===== src/sv/knc_pkg.sv =====
package knc_pkg;

	localparam int unsigned COUNT_WIDTH = 16;
	localparam int unsigned WIN_DEPTH   = 22;
	localparam int unsigned NODE_KINDS  = 9;
	localparam int unsigned OUT_WIDTH   = 16;
	localparam int unsigned MCNT_WIDTH  = $clog2(NODE_KINDS + 1);
	localparam int unsigned NAME_BITS   = WIN_DEPTH * 8;

	localparam logic [7:0] OPEN_PAREN = 8'h28;

	// name endings; the statement and clause endings are shared
	localparam logic [79:0] STMT_SFX   = "_statement";
	localparam logic [55:0] CLAUSE_SFX = "_clause";
	localparam logic [87:0] EXPR_SFX   = "_expression";

	typedef logic [WIN_DEPTH-1:0][7:0] win_t;
	typedef logic [COUNT_WIDTH-1:0]    count_t;
	typedef logic [MCNT_WIDTH-1:0]     mcnt_t;

	// names are right-aligned: the final character sits in the lowest byte
	localparam logic [NAME_BITS-1:0] NODE_TEXT [NODE_KINDS] = '{
		NAME_BITS'({"if", STMT_SFX}),
		NAME_BITS'({"elif", STMT_SFX}),
		NAME_BITS'({"for", STMT_SFX}),
		NAME_BITS'({"while", STMT_SFX}),
		NAME_BITS'({"try", STMT_SFX}),
		NAME_BITS'({"finally", CLAUSE_SFX}),
		NAME_BITS'({"case", CLAUSE_SFX}),
		NAME_BITS'("assert"),
		NAME_BITS'({"conditional", EXPR_SFX})
	};

	localparam int unsigned NODE_LEN [NODE_KINDS] = '{
		12, 14, 13, 15, 13, 14, 11, 6, 22
	};

	typedef struct packed {
		logic       fire;
		logic       last;
		logic [7:0] chr;
	} step_t;

endpackage


===== src/sv/keyword_node_counter_unit.sv =====
// Counts control-construct nodes in syntax tree text streamed one character per
// transfer: every open parenthesis directly followed by one of nine node names
// (the if, elif, for, while and try statements, the finally and case clauses,
// assert, and the conditional expression) counts once (a name that is only a
// prefix, such as assert in assert_statement, counts too). The character marked
// with tlast closes the text: one result transfer carries the count plus one,
// saturating at 65535, and the next character starts a new text. One character is
// taken every cycle; the result is set by the input register and the result
// register around the 22-character window compare. Only a final character waits
// when an earlier result has not yet been taken.
module keyword_node_counter_unit (
	input  logic        clk,
	input  logic        arst_n,
	input  logic        s_axis_tvalid,
	output logic        s_axis_tready,
	input  logic [7:0]  s_axis_tdata,   // [7:0] char_in
	input  logic        s_axis_tlast,
	output logic        m_axis_tvalid,
	input  logic        m_axis_tready,
	output logic [15:0] m_axis_tdata    // [15:0] complexity
);

	knc_pkg::step_t step;
	logic           out_free;

	assign out_free = !m_axis_tvalid || m_axis_tready;

	knc_in_stage u_in_stage (
		.clk      (clk),
		.arst_n   (arst_n),
		.in_valid (s_axis_tvalid),
		.in_ready (s_axis_tready),
		.in_chr   (s_axis_tdata),
		.in_last  (s_axis_tlast),
		.out_free (out_free),
		.step     (step)
	);

	knc_core u_core (
		.clk       (clk),
		.arst_n    (arst_n),
		.step      (step),
		.out_ready (m_axis_tready),
		.out_valid (m_axis_tvalid),
		.out_data  (m_axis_tdata)
	);

	// the result is never below one
	assert property (@(posedge clk) disable iff (!arst_n)
		m_axis_tvalid |-> (m_axis_tdata != 16'd0))
		else $error("zero complexity result");

	// a closing character always lands a result
	assert property (@(posedge clk) disable iff (!arst_n)
		(step.fire && step.last) |=> m_axis_tvalid)
		else $error("final character gave no result");

	// input stalls only behind a final character blocked by the result side
	assert property (@(posedge clk) disable iff (!arst_n)
		!s_axis_tready |-> (step.last && m_axis_tvalid && !m_axis_tready))
		else $error("input stalled without cause");

	// a result slot is never overwritten while still pending
	assert property (@(posedge clk) disable iff (!arst_n)
		(step.fire && step.last) |-> (!m_axis_tvalid || m_axis_tready))
		else $error("result overwritten");

endmodule


===== src/sv/knc_in_stage.sv =====
module knc_in_stage (
	input  logic       clk,
	input  logic       arst_n,
	input  logic       in_valid,
	output logic       in_ready,
	input  logic [7:0] in_chr,
	input  logic       in_last,
	input  logic       out_free,
	output knc_pkg::step_t step
);

	logic       valid_s1;
	logic       last_s1;
	logic [7:0] chr_s1;
	logic       advance;

	// a non-final character never waits on the result side
	assign advance  = valid_s1 && (!last_s1 || out_free);
	assign in_ready = !valid_s1 || advance;

	always_ff @(posedge clk or negedge arst_n) begin
		if (!arst_n) begin
			valid_s1 <= 1'b0;
		end else if (in_ready) begin
			valid_s1 <= in_valid;
		end
	end

	always_ff @(posedge clk) begin
		if (in_valid && in_ready) begin
			chr_s1  <= in_chr;
			last_s1 <= in_last;
		end
	end

	assign step.fire = advance;
	assign step.last = last_s1;
	assign step.chr  = chr_s1;

endmodule


===== src/sv/knc_match.sv =====
module knc_match (
	input  knc_pkg::win_t  win,
	input  logic [7:0]     chr,
	output knc_pkg::mcnt_t hits
);

	logic [knc_pkg::NODE_KINDS-1:0] hit;

	always_comb begin
		for (int n = 0; n < knc_pkg::NODE_KINDS; n++) begin
			hit[n] = (chr == knc_pkg::NODE_TEXT[n][7:0]);
			for (int k = 0; k < knc_pkg::WIN_DEPTH; k++) begin
				if (k + 1 < knc_pkg::NODE_LEN[n]) begin
					hit[n] = hit[n] && (win[k] == knc_pkg::NODE_TEXT[n][8*(k+1) +: 8]);
				end else if (k + 1 == knc_pkg::NODE_LEN[n]) begin
					hit[n] = hit[n] && (win[k] == knc_pkg::OPEN_PAREN);
				end
			end
		end
	end

	always_comb begin
		hits = '0;
		for (int n = 0; n < knc_pkg::NODE_KINDS; n++) begin
			hits = hits + knc_pkg::mcnt_t'(hit[n]);
		end
	end

endmodule


===== src/sv/knc_core.sv =====
module knc_core (
	input  logic                           clk,
	input  logic                           arst_n,
	input  knc_pkg::step_t                 step,
	input  logic                           out_ready,
	output logic                           out_valid,
	output logic [knc_pkg::OUT_WIDTH-1:0]  out_data
);

	localparam int unsigned CW = knc_pkg::COUNT_WIDTH;

	knc_pkg::win_t   win_q;
	knc_pkg::count_t count_q;
	knc_pkg::mcnt_t  hits;
	logic [CW:0]     sum;
	knc_pkg::count_t count_new;
	logic [CW:0]     res_sum;
	knc_pkg::count_t res_sat;
	logic [32:0]     res_ext;
	logic [knc_pkg::OUT_WIDTH-1:0] result;
	logic            out_valid_q;
	logic [knc_pkg::OUT_WIDTH-1:0] out_data_q;

	knc_match u_match (
		.win  (win_q),
		.chr  (step.chr),
		.hits (hits)
	);

	always_comb begin
		sum       = {1'b0, count_q} + (CW+1)'(hits);
		count_new = sum[CW] ? '1 : sum[CW-1:0];
		res_sum   = {1'b0, count_new} + (CW+1)'(1);
		res_sat   = res_sum[CW] ? '1 : res_sum[CW-1:0];
		res_ext   = 33'(res_sat);
		result    = (res_ext > 33'({knc_pkg::OUT_WIDTH{1'b1}})) ? '1
			: res_ext[knc_pkg::OUT_WIDTH-1:0];
	end

	always_ff @(posedge clk or negedge arst_n) begin
		if (!arst_n) begin
			win_q   <= '0;
			count_q <= '0;
		end else if (step.fire) begin
			if (step.last) begin
				win_q   <= '0;
				count_q <= '0;
			end else begin
				win_q   <= {win_q[knc_pkg::WIN_DEPTH-2:0], step.chr};
				count_q <= count_new;
			end
		end
	end

	always_ff @(posedge clk or negedge arst_n) begin
		if (!arst_n) begin
			out_valid_q <= 1'b0;
		end else if (step.fire && step.last) begin
			out_valid_q <= 1'b1;
		end else if (out_ready) begin
			out_valid_q <= 1'b0;
		end
	end

	always_ff @(posedge clk) begin
		if (step.fire && step.last) begin
			out_data_q <= result;
		end
	end

	assign out_valid = out_valid_q;
	assign out_data  = out_data_q;

endmodule


===== config.mk =====
export PLATFORM = sky130hd
export DESIGN_NAME = keyword_node_counter_unit
export DESIGN_NICKNAME = d
export VERILOG_FILES = /design/src/sv/knc_pkg.sv /design/src/sv/keyword_node_counter_unit.sv /design/src/sv/knc_in_stage.sv /design/src/sv/knc_match.sv /design/src/sv/knc_core.sv
export SDC_FILE = /design/constraint.sdc
export NUM_CORES = 1
export LEC_CHECK = 0
export ABC_CLOCK_PERIOD_IN_PS = 6770
export BUFFER_PORTS_ARGS = -buffer_cell sky130_fd_sc_hd__buf_2
export CORE_UTILIZATION = 25
export CTS_CLUSTER_DIAMETER = 200
export CTS_CLUSTER_SIZE = 30
export DETAILED_ROUTE_END_ITERATION = 6
export GPL_ROUTABILITY_DRIVEN = 1
export HOLD_SLACK_MARGIN = 0.12
export PLACE_DENSITY = 0.42
export SKIP_CTS_REPAIR_TIMING = 1
export SLEW_MARGIN = 15
export SYNTH_ARGS = -nofsm -noshare
export SYNTH_HDL_FRONTEND = slang
export SYNTH_SLANG_ARGS = --single-unit

===== constraint.sdc =====
create_clock -name clk -period 6.77 [get_ports clk]
set_clock_uncertainty 0.1 [all_clocks]
set_input_delay 1.0155 -clock clk [delete_from_list [all_inputs] [get_ports clk]]
set_output_delay 1.0155 -clock clk [all_outputs]
set_load 0.03 [all_outputs]

==> impl_metrics.toml <==
[logic_synthesis]
ys_types = 63
synth_compound_gate_area_share_pct = 5.085
ys_warn_count = 0
synthXorXnorAreaFrac_pct = 0.9933
async_flop_share_pct = 88.58
yosys.area_share.adder_pct = 1.963
muxShareOfSynthArea_pct = 0.7804
synth_top_family_by_area = "simple AND/OR/NAND/NOR gates"
yosys.area_share.simple_pct = 35.26
ys_ff_latch = 219
netlist_instances = 1201
synth_edf_count = 25
ys_seq_area_share_pct = 52.97
synth.avg_cell_area_um2 = 8.810
synth_ff_type = "dfrtp_1"
syn_nets = 1227
synth_area_um2 = 10580

[detailed_routing]
dr.first_iter.drc_count = 642
drc = 0
ant_nets = 0
vias = 8560
wl_per_cell_um = 16.70
finalWirelength_um = 29900
firstDrtPassIters = 4
vias_per_cell = 4.782

[run]
cap_violations = 0

[sta]
timing.fmax_ghz = 0.1532
worst_slack_ps = 243.7
max-slew-margin-rel_pct = 40.15
finalHoldViolCount = 0
setup-violations-final = 0
period_share_pct = 96.40
finalSetupTns_ps = 0
holdWs_ps = 374.3
layout_min_cycle_time_ps = 6526
rsz0062_at_grt = "no"
max_slew.worst_pin.slew_ps = 897.7
drv_slew = 0

[setup_path]
arrival_ps = 6760
critical_path_required_ps = 7000
cp_slowest_stage_delay_ps = 550
rr_worst_depth = 20
worstPathMaxFanout = 4
r2r_end = "u_core.out_data[11]"
reg2reg_slack_ps = 240
critPathTopFamily = "simple AND/OR/NAND/NOR gates"
slowest_stage = "or4_4"
crit_buf_inv = 3
reg2reg_from = "u_core.win_q[39]"
cp-end-kind = "register"
path_class = "reg -> reg"
critical_path.startpoint_type = "register"
crit_chain = "nand3b_4 -> or4_4 -> nor4_2 -> nand4_1 -> or4_1 -> or4_4 -> fa_1 -> inv_1 -> fa_1 -> fa_1 -> ha_2 -> fa_2 -> buf_4 -> buf_4 -> xor2_1 -> nand3_1 -> or4_4 -> a21o_1 -> o21ba_2 -> a311oi_2"
worstSetupPathDepth = 20

[placement]
placed_area_um2 = 11740
dpl.hpwl_um = 19760
placed_cells = 1773
portBuffers = 30
place_ws_ps = -200.7
gp_congestion = 0.8015

[power_and_ir_drop]
power_leakage_nw = 5.912
p_per_area_nw_per_um2 = 191.2
worst_ir_drop_vdd_mv = 0.1250
p_total_mw = 2.326

[clocking]
clk_pin_slew_ps = 130
cts_tree = "yes"
cts_sinks = 219
cts_buffers = 11
root_buffer = "clkbuf_16"
cts_buffer_depth = 3
cts.htree.levels = 1
clk_latency_ps = 490

[global_routing]
grt_usage_pct = 13.71
grt_max_degree = 104
first_global_vias = 8262
overflow = 0
grt_pass1_wl_um = 48230
grt_antenna_before_repair = 0

[die]
core_area_um2 = 41850
rows = 75
die_h_um = 207.7
die_area_um2 = 43150
num_io_pins = 31
start_util_pct = 25.28
die_x_um = 207.7

[hold_path]
min_from = "u_core.win_q[172]"
whs_path_depth = 2
holdPathEnd = "u_core.win_q[172]"
hp-class = "reg -> reg"

[finish]
post-route-util_pct = 29.07
layout_common_cells = "392 x nand2_1, 197 x nand3_1, 193 x dfrtp_1"
final_area_um2 = 12170
fin_cells = 1790
nets = 1274
area_delta_synth_final_pct = 14.97
fillerInstances = 4483
final_common_cell = "nand2_1"
antenna_cells = 0
drive_above_1_share_pct = 12.15

[run_status]
outcome = "finished, final reports clean"
[final cells by class]
class	count	area (um^2)	area share, %
Clock buffer	15	290.3	2.386
Timing Repair Buffer	107	749.5	6.161
Clock inverter	1	30.03	0.2468
Tap cell	539	674.4	5.544
Sequential cell	219	5609	46.11
Multi-Input combinational cell	900	4773	39.24
Inverter	9	38.79	0.3188
[worst min-delay path, cell delays in order (launching register included)]
cell and delay (ps):
dfrtp_1 360, nand2_1 50, nand2_1 50
[registers in the layout, indices dropped and copies added, names as in the netlist]
register and flops:
u_core.out_data 16, u_core.out_valid 1, u_core.count_q 16, u_in_stage.valid_s1 1, u_core.win_q 176, u_in_stage.chr_s1 8, u_in_stage.last_s1 1
[cell families (layout without fill, tap and decap cells)]
logic type      count (synthesis)  after routing
simple gates                  785            785
flops                         219            219
xor+xnor                       12             12
buf+inv                        82            132
compound gates                 82             82
mux                             8              8
fa+ha+maj                      13             13
[power by group]
group	switching [mW]	internal, mW
clock	0.463	0.315
sequential	0.0307	1.36
combinational	0.127	0.0324
total	0.620	1.71
[metal layers]
layer | up-vias | share of wire, % | track usage, %
met1 | 4202 | 51 | 20.81
met4 | 0 | 1.7 | 3.142
met2 | 99 | 45 | 20.92
met5 | - | 0 | 0
met3 | 27 | 2.3 | 1.271
li1 | 4232 | - | -
[synth_stat cells (8+ instances only)]
master | instances | share of area, %
nand2b_1 | 10 | 0.59
nor4_1 | 17 | 1.0
nand3_1 | 199 | 9.4
inv_1 | 8 | 0.28
a21oi_1 | 20 | 0.95
nor3_1 | 14 | 0.66
dfrtp_1 | 194 | 46
nor2b_1 | 9 | 0.53
nor2_1 | 37 | 1.3
nor4bb_1 | 9 | 0.85
o21ai_0 | 17 | 0.80
nand4_1 | 26 | 1.5
edfxtp_1 | 25 | 7.1
nand4b_1 | 10 | 0.83
nand2_1 | 393 | 14
nor4b_1 | 9 | 0.74
and3_1 | 10 | 0.59
clkbuf_1 | 63 | 2.2
[how the worst max path moves through the flow]
stage                      from                  end  slack (ps)
4_1_cts        u_core.win_q[39]   u_core.out_data[9]        -250
3_5_place_dp   u_core.win_q[39]   u_core.out_data[9]        -200
3_3_place_gp   u_core.win_q[39]   u_core.out_data[9]        -100
5_1_grt        u_core.win_q[47]  u_core.out_data[13]           4
6_report       u_core.win_q[39]  u_core.out_data[11]         240
2_1_floorplan  u_core.win_q[39]  u_core.out_data[11]          50
Note: power is estimated with default switching activity, not from simulation.
